### src/rtl/pec_pkg.sv
// pec_pkg: shared types, constants and character helpers for the percent-escape encoder
// no dependencies
package pec_pkg;

  localparam int unsigned MaxRun   = 6;
  localparam int unsigned RunLenW  = $clog2(MaxRun + 1);
  localparam int unsigned RunIdxW  = $clog2(MaxRun);

  typedef enum logic [1:0] {
    MODE_HEX      = 2'd0,
    MODE_HEX_WIDE = 2'd1,
    MODE_OCTAL    = 2'd2,
    MODE_UNICODE  = 2'd3
  } encode_mode_t;

  localparam logic [7:0] ChPercent = 8'h25;
  localparam logic [7:0] ChU       = 8'h75;
  localparam logic [7:0] ChZero    = 8'h30;
  localparam logic [7:0] ChDash    = 8'h2D;
  localparam logic [7:0] ChUnder   = 8'h5F;
  localparam logic [7:0] ChDot     = 8'h2E;
  localparam logic [7:0] ChTilde   = 8'h7E;
  localparam logic [7:0] ChColon   = 8'h3A;
  localparam logic [7:0] ChSlash   = 8'h2F;
  localparam logic [7:0] ChQuest   = 8'h3F;
  localparam logic [7:0] ChHash    = 8'h23;
  localparam logic [7:0] ChAt      = 8'h40;

  // one escape run: characters in emit order plus run length (1 to MaxRun)
  typedef struct packed {
    logic [MaxRun-1:0][7:0] chars;
    logic [RunLenW-1:0]     len;
  } run_t;

  function automatic logic [7:0] hex_char(input logic [3:0] nib);
    logic [7:0] c;
    case (nib)
      4'hA:    c = 8'h41;
      4'hB:    c = 8'h42;
      4'hC:    c = 8'h43;
      4'hD:    c = 8'h44;
      4'hE:    c = 8'h45;
      4'hF:    c = 8'h46;
      default: c = {4'h3, nib};
    endcase
    return c;
  endfunction

  function automatic logic [7:0] oct_char(input logic [2:0] dig);
    return {5'b00110, dig};
  endfunction

endpackage

### src/rtl/pec_build.sv
// pec_build: turns one raw byte and the mode into its escape run
// depends on pec_pkg
module pec_build (
  input  logic [7:0]            in_byte,
  input  pec_pkg::encode_mode_t mode,
  output pec_pkg::run_t         run
);
  import pec_pkg::*;

  logic alnum;
  logic narrow_safe;
  logic wide_safe;
  logic keep;

  always_comb begin
    alnum = (in_byte >= 8'h30 && in_byte <= 8'h39) ||
            (in_byte >= 8'h41 && in_byte <= 8'h5A) ||
            (in_byte >= 8'h61 && in_byte <= 8'h7A);
    narrow_safe = alnum || in_byte == ChDash || in_byte == ChUnder ||
                  in_byte == ChDot || in_byte == ChTilde;
    wide_safe = in_byte == ChColon || in_byte == ChSlash || in_byte == ChQuest ||
                in_byte == ChHash || in_byte == ChAt;
    keep = narrow_safe || (mode != MODE_HEX && wide_safe);
  end

  always_comb begin
    run.chars = '0;
    run.len   = RunLenW'(1);
    if (keep) begin
      run.chars[0] = in_byte;
    end else begin
      run.chars[0] = ChPercent;
      case (mode)
        MODE_OCTAL: begin
          // no leading zeros
          if (in_byte[7:6] != 2'b00) begin
            run.chars[1] = oct_char({1'b0, in_byte[7:6]});
            run.chars[2] = oct_char(in_byte[5:3]);
            run.chars[3] = oct_char(in_byte[2:0]);
            run.len      = RunLenW'(4);
          end else if (in_byte[5:3] != 3'b000) begin
            run.chars[1] = oct_char(in_byte[5:3]);
            run.chars[2] = oct_char(in_byte[2:0]);
            run.len      = RunLenW'(3);
          end else begin
            run.chars[1] = oct_char(in_byte[2:0]);
            run.len      = RunLenW'(2);
          end
        end
        MODE_UNICODE: begin
          run.chars[1] = ChU;
          run.chars[2] = ChZero;
          run.chars[3] = ChZero;
          run.chars[4] = hex_char(in_byte[7:4]);
          run.chars[5] = hex_char(in_byte[3:0]);
          run.len      = RunLenW'(6);
        end
        default: begin
          run.chars[1] = hex_char(in_byte[7:4]);
          run.chars[2] = hex_char(in_byte[3:0]);
          run.len      = RunLenW'(3);
        end
      endcase
    end
  end

endmodule

### src/rtl/pec_emit.sv
// pec_emit: run register and character index, emits one character per beat
// depends on pec_pkg
module pec_emit (
  input  logic          clk,
  input  logic          rst,
  input  logic          load_valid,
  output logic          load_ready,
  input  pec_pkg::run_t load_run,
  output logic          out_valid,
  input  logic          out_ready,
  output logic [7:0]    out_char,
  output logic          last_of_run
);
  import pec_pkg::*;

  logic               run_valid;
  run_t               run;
  logic [RunIdxW-1:0] idx;
  logic               is_last;

  assign is_last     = (RunLenW'(idx) == RunLenW'(run.len - RunLenW'(1)));
  assign out_valid   = run_valid;
  assign out_char    = run.chars[idx];
  assign last_of_run = is_last;
  assign load_ready  = !run_valid || (out_ready && is_last);

  // a load only happens once the current run is done, so it takes priority
  always_ff @(posedge clk) begin
    if (rst) begin
      run_valid <= 1'b0;
      idx       <= '0;
    end else if (load_valid && load_ready) begin
      run_valid <= 1'b1;
      idx       <= '0;
    end else if (run_valid && out_ready) begin
      if (is_last) begin
        run_valid <= 1'b0;
      end else begin
        idx <= idx + RunIdxW'(1);
      end
    end
  end

  always_ff @(posedge clk) begin
    if (load_valid && load_ready) begin
      run <= load_run;
    end
  end

  a_idx_in_run: assert property (@(posedge clk) disable iff (rst)
    run_valid |-> (RunLenW'(idx) < run.len))
    else $error("character index past end of run");

  a_len_range: assert property (@(posedge clk) disable iff (rst)
    run_valid |-> (run.len >= RunLenW'(1) && run.len <= RunLenW'(MaxRun)))
    else $error("run length out of range");

  a_mid_advance: assert property (@(posedge clk) disable iff (rst)
    (run_valid && out_ready && !is_last) |=> (run_valid && idx == $past(idx) + RunIdxW'(1)))
    else $error("mid-run beat did not advance index");

  a_drain: assert property (@(posedge clk) disable iff (rst)
    (run_valid && out_ready && is_last && !load_valid) |=> !run_valid)
    else $error("run still valid after last beat");

endmodule

### src/rtl/percent_escape_encoder.sv
// percent_escape_encoder: top level, mode register plus build and emit stages
// depends on pec_pkg, pec_build, pec_emit
//
// Each accepted in_byte beat becomes a run of out_char beats; last_of_run
// marks the final character of the run. encode_mode (cfg_we/cfg_data, reset 0)
// picks the variant: 0 keeps letters, digits and - _ . ~ and writes others as
// %XX upper-case hex; 1 also keeps : / ? # @; 2 uses that wider set and writes
// % plus one to three octal digits with no leading zeros; 3 uses the wider set
// and writes %u00XX. The escape run is formed in the same cycle the byte is
// accepted and held in a run register that doubles as the output register.
// While out_ready is high, output runs at one character per cycle; each input byte
// yields as many characters as its run has (1 for a kept byte, 2 to 4 for octal, 3 for
// hex, 6 for %u), set by the emit index walking the run register. The next byte is
// accepted in the same cycle the last character of the current run is taken, so kept
// bytes then stream at one per cycle. Change encode_mode only while idle.
module percent_escape_encoder (
  input  logic       clk,
  input  logic       rst,
  input  logic       cfg_we,
  input  logic [1:0] cfg_data,
  input  logic       in_valid,
  output logic       in_ready,
  input  logic [7:0] in_byte,
  output logic       out_valid,
  input  logic       out_ready,
  output logic [7:0] out_char,
  output logic       last_of_run
);
  import pec_pkg::*;

  // mode register, written without handshake
  encode_mode_t encode_mode;
  run_t         new_run;

  always_ff @(posedge clk) begin
    if (rst) begin
      encode_mode <= MODE_HEX;
    end else if (cfg_we) begin
      encode_mode <= encode_mode_t'(cfg_data);
    end
  end

  // byte to escape run
  pec_build u_build (
    .in_byte (in_byte),
    .mode    (encode_mode),
    .run     (new_run)
  );

  // run register and serializer, one character per beat
  pec_emit u_emit (
    .clk         (clk),
    .rst         (rst),
    .load_valid  (in_valid),
    .load_ready  (in_ready),
    .load_run    (new_run),
    .out_valid   (out_valid),
    .out_ready   (out_ready),
    .out_char    (out_char),
    .last_of_run (last_of_run)
  );

endmodule

### config.mk
export PLATFORM = sky130hd
export DESIGN_NAME = percent_escape_encoder
export DESIGN_NICKNAME = d
export VERILOG_FILES = /design/src/rtl/pec_pkg.sv /design/src/rtl/pec_build.sv /design/src/rtl/pec_emit.sv /design/src/rtl/percent_escape_encoder.sv
export SDC_FILE = /design/constraint.sdc
export NUM_CORES = 1
export LEC_CHECK = 0
export ABC_AREA = 0
export BUFFER_PORTS_ARGS = -buffer_cell sky130_fd_sc_hd__buf_2
export CORE_MARGIN = 2
export CORE_UTILIZATION = 60
export CTS_BUF_LIST = sky130_fd_sc_hd__clkbuf_4 sky130_fd_sc_hd__clkbuf_8
export DETAILED_ROUTE_END_ITERATION = 16
export GPL_ROUTABILITY_DRIVEN = 0
export PLACE_DENSITY_LB_ADDON = 0.08
export SYNTH_ARGS = -nofsm -noshare
export SYNTH_HDL_FRONTEND = slang
export SYNTH_SLANG_ARGS = --single-unit
### constraint.sdc
create_clock -name clk -period 4.84 [get_ports clk]
set_input_delay 0.484 -clock clk [delete_from_list [all_inputs] [get_ports clk]]
set_output_delay 0.484 -clock clk [all_outputs]
set_load 0.02 [all_outputs]
==> Word-level counts from Yosys, hierarchy flattened <==
Index checks and enable logic that the tools add are counted.
{ "word_totals": {"reg_bits": 57, "in_bits": 15, "output_inout_bits": 11, "wordCells": 90} }
{ "classes": {"add_sub_neg": 2, "magnitude_cmp": 7, "n_eq_ne": 24, "muxes": 16, "n_bitwise": 2, "n_reduce_logical": 29} }
{ "op_table": {"columns": ["operator", "n"], "rows": [
  ["$pmux W7 S6", 2],
  ["$eq A4 B4 Y1 const B", 12],
  ["$eq A8 B6 Y1 const B", 6],
  ["$pmux W16 S2", 1],
  ["$bmux W8 S3", 1],
  ["$eq A8 B7 Y1 const B", 3],
  ["$ge A8 B7 Y1 const B", 2],
  ["$le A8 B7 Y1 const B", 2],
  ["$mux W16", 1],
  ["$logic_or A1 B1 Y1", 12],
  ["$mux W6", 2],
  ["$pmux W6 S2", 1],
  ["$ge A8 B6 Y1 const B", 1],
  ["$le A8 B6 Y1 const B", 1],
  ["$mux W8", 1],
  ["$reduce_bool A2 Y1", 4],
  ["$logic_and A1 B1 Y1", 7],
  ["$mux W3", 2],
  ["$pmux W3 S2", 1],
  ["$eq A2 B2 Y1 const B", 2],
  ["$lt A3 B4 Y1 const B", 1],
  ["$mux W1", 4],
  ["$reduce_and A2 Y1", 2],
  ["$reduce_or A2 Y1", 2],
  ["6 further kinds", 7]
]} }

==> Depth between registers and ports, before layout <==
{ "depth": {"ltp_word": 10, "ltp_mapped": 7, "mapped_depth_nobuf": 7} }

==> Modules after synthesis <==
Synthesis repeated with hierarchy kept, for this count alone.
{ "hier_totals": {"hier_cells": 274, "area_unflattened_um2": 3143.0} }
{ "by_module_without_submodules": {"columns": ["module", "n_inst", "cells_per_inst", "area_per_inst_um2", "seq_area_each_um2"], "rows": [
  ["pec_emit", 1, 121, 2215.9, 1611.5],
  ["pec_build", 1, 147, 859.6, 0.0],
  ["percent_escape_encoder", 1, 6, 67.6, 40.0]
]} }

==> Worst setup path after synthesis <==
No wires, ideal clock.
{ "synth_path": {"path_kind": "flip-flop to flip-flop", "startpoint": "register u_emit.idx[2]", "endpoint": "register u_emit.run[0] in the netlist's numbering (enable)", "setup_time_ns": 0.433, "t_arrival_ns": 3.603, "required_time_ns": 4.407, "setup_slack_ns": 0.804, "stages_incl_launch_ff": 6, "path_buffers": 1, "synth_period_minus_slack_ns": 4.036, "path_cell_list": "dfxtp_1 clkbuf_1 xor3_1 nor3_1 a21boi_0 nor2_1"} }
{ "synth_via": {"elab_chain_len": 4} }
{ "synth_lines": {"columns": ["element", "line_no", "source"], "rows": [
  ["start, declared", "pec_emit.sv:18", "logic [RunIdxW-1:0] idx;"],
  ["start signal, assigned", "pec_emit.sv:39", "idx <= idx + RunIdxW'(1);"],
  ["$eq A3 B3 Y1", "pec_emit.sv:21", "assign is_last = (RunLenW'(idx) == RunLenW'(run.len - RunLenW'(1)));"],
  ["named net last_of_run", "percent_escape_encoder.sv:27", "output logic last_of_run"],
  ["$logic_and A1 B1 Y1", "pec_emit.sv:25", "assign load_ready = !run_valid || (out_ready && is_last);"],
  ["$logic_or A1 B1 Y1", "pec_emit.sv:25", null],
  ["$logic_and A1 B1 Y1", "pec_emit.sv:45", "if (load_valid && load_ready) begin"],
  ["end signal, assigned", "pec_emit.sv:46", "run <= load_run;"],
  ["end, declared", "pec_emit.sv:17", "run_t run;"]
]} }
The timed path passes the listed nets, and every way through them passes these cells.
A chain may end at the register's enable or synchronous reset.

==> Worst setup path in the final report <==
{ "layout_path": {"startpoint": "register u_emit.idx[2]", "endpoint": "register u_emit.run[28] in the netlist's numbering (enable)"} }
{ "layout_via": {"elab_chain_len": 4} }
{ "layout_lines": {"columns": ["element", "line_no"], "rows": [
  ["$eq A3 B3 Y1", "pec_emit.sv:21"],
  ["$logic_and A1 B1 Y1", "pec_emit.sv:25"],
  ["$logic_or A1 B1 Y1", "pec_emit.sv:25"],
  ["$logic_and A1 B1 Y1", "pec_emit.sv:45"]
]} }
Every way passes these cells.

==> out/results.ini <==
[run_status]
outcome=finished clean

[clock_tree]
clk_pin_slew_ns=0.08
root_buffer=clkbuf_8
cts_resized=0
cts_sinks=44
cts_tree=built
clkLatencyLatePin_ns=0.30
h-tree-depth=2
clockBufferDepth=2
cts_made_buffers=5
hold_buffers=0
cts_setup_buffers=0

[route]
ant_nets=0
via_per_inst=5.943
drtIter0Drc=181
routed_wirelength_um=5036
num_vias=1872
drc=0
drt-pass1-iter-count=5
wire_per_inst_um=15.99

[synth]
synth_top_cell_area_share_pct=44.02
ys_seq_area_share_pct=48.65
syn_area_um2=2592
yosysWarnings=0
synth_nets=273
synth_edf_count=38
synth_top_flop_cell=edfxtp_1
synth_area_leaders=edfxtp_1, nor2_1, dfxtp_1
yosysUniqueCellTypes=55
synth-async-reset-ratio_pct=0
ys_ff_latch=44
yosys.area.top_type=edfxtp_1
synth_cells=256
syn_area_per_cell_um2=10.13

[global_route]
gr-usage-all-layers_pct=21.87
first_global_vias=1636
grt_overflow=0
grt_pass1_wl_um=8300
grt_max_degree=39
antenna_found_initial=0

[floorplan]
die_w_um=69.73
start_util_pct=63.44
die-area_um2=4862
ios=26
dieHeight_um=69.73
rows=23
core_um2=4086

[pwr]
power_density_nw_per_um2=313.5
p_int_uw=657.5
combPwrFrac_pct=15.6
vdd_drop_max_v=0.0001673
switching_power_uw=219.9
netSwitchingFraction_pct=25.07
p_seq_share_pct=51.6
pwr-share-clk_pct=32.8
power_leakage_nw=1.017

[critical_path]
cp_top_family=simple AND/OR/NAND/NOR gates
worstPathMaxFanout=38
crit_arrival_ns=2.81
reg2reg_setup_slack_ns=1.95
critPathSlowestCell=nor2_4
critPathMaxStageDelay_ns=0.80
end_kind=flip-flop
crit_chain=xor3_1 > nor3_1 > a21boi_0 > nor2_4
critPathBufInv=0
path_class=flip-flop to flip-flop
worst_ep_required_time_ns=4.76
critPathLaunchType=flip-flop

[placed_design]
port_buffers=25
hpwl_um=3466
dp_slack_ns=1.967

[timing]
final.period_utilization_pct=59.67
setup_tns_ns=0
timing.final.ws_setup_ns=1.952
whs_ns=0.3983
slew_headroom_pct=33.98
drv_slew=0
setup_violations=0
fmax_mhz=346.3
rsz0062_at_grt=false
finClkSkew_ns=0.01113
fin_crit_ns=2.888
hold_viol_final=0
tightest_slew_ns=0.9879

[finish]
nets=281
post-route-util_pct=68.49
fill_cells=344
mostFrequentLayoutCell=nor2_1
area_growth_pct=7.963
diodes=0
final_cell_mix=nor2_1, edfxtp_1, buf_2, nand2_1
drive_gt1_share_pct=17.74

[min_path]
hp-class=input pin to flip-flop

[flow_run]
maxCapViolations=0

power groups by stage:
stage,logic (mW),clock network [mW],registers (mW)
after detailed placement,0.137,0,0.461
after global placement,0.135,0,0.461
after global routing,0.151,0.308,0.455
final,0.137,0.288,0.452
after CTS,0.138,0.290,0.453
after floorplan,0.109,0,0.456
state kept, by name, indices dropped and copies added (netlist names):
name	count
encode_mode	2
u_emit.out_valid	1
u_emit.run	38
u_emit.idx	3
stage by stage:
stage	instance area (um^2)	std cells	total power [mW]
after floorplan	2592	256	0.5651
after global placement	2683	307	0.5960
after CTS	2799	315	0.8799
final	2799	315	0.8775
after detailed placement	2683	307	0.5980
after global routing	2799	315	0.9146
worst paths after layout:
kind / cells past startpoint / startpoint / to
min: 2 / rst / u_emit.out_valid
max reg2reg: 4 / u_emit.idx[2] / u_emit.run[28]
max: 4 / u_emit.idx[2] / u_emit.run[28]
min reg2reg: 3 / u_emit.out_valid / u_emit.idx[1]
cells in the mapped netlist, types with 2 or more instances:
cell / count
a21boi_0: 4
nor3_1: 9
o211ai_1: 3
o21bai_1: 2
nand2b_1: 6
nand2_1: 12
ha_1: 2
mux4_2: 3
clkbuf_1: 16
buf_6: 2
and4b_1: 2
nor2_1: 45
mux2i_1: 10
a21oi_1: 8
nor3b_1: 5
clkbuf_2: 2
o21ai_0: 6
xnor2_1: 6
o32ai_1: 2
a211oi_1: 3
dfxtp_1: 6
edfxtp_1: 38
buf_1: 4
and2_1: 6
inv_1: 10
o22ai_1: 8
nand3_1: 4
o22a_1: 2
a31oi_1: 4
area by class of cell:
cell class,count,area (um^2),share of cell area [%]
clock buffers,6,82.58,2.950
clock inverters,2,33.78,1.207
inverters,10,37.54,1.341
multi-input cells,177,1189,42.47
flip-flops and latches,44,1261,45.06
well taps,50,62.56,2.235
repair buffers,26,132.6,4.738
layer usage:
| layer | wire length (um) | track usage (%) | vias up |
|---|---|---|---|
| met5 | 0 | 0 | - |
| met4 | 68 | 5.556 | 0 |
| met2 | 2253 | 31.52 | 60 |
| li1 | - | - | 939 |
| met1 | 2417 | 33.40 | 865 |
| met3 | 295 | 5.233 | 8 |
worst reg2reg max path, stage by stage, from the launching register on:
cell and delay, ns:
dfxtp_1 0.55, xor3_1 0.48, nor3_1 0.37, a21boi_0 0.29, nor2_4 0.80
logic make-up after synthesis:
kind of cell / share of synthesized area [%]
AND/OR/NAND/NOR: 21.72
AO/OA/AOI/OAI: 12.55
flip-flops: 48.65
buffers and inverters: 5.791
multiplexers: 6.901
XOR/XNOR: 3.282
adder cells (fa/ha/maj): 0.9651
other: 0.1446
(Power assumes the default switching activity.)
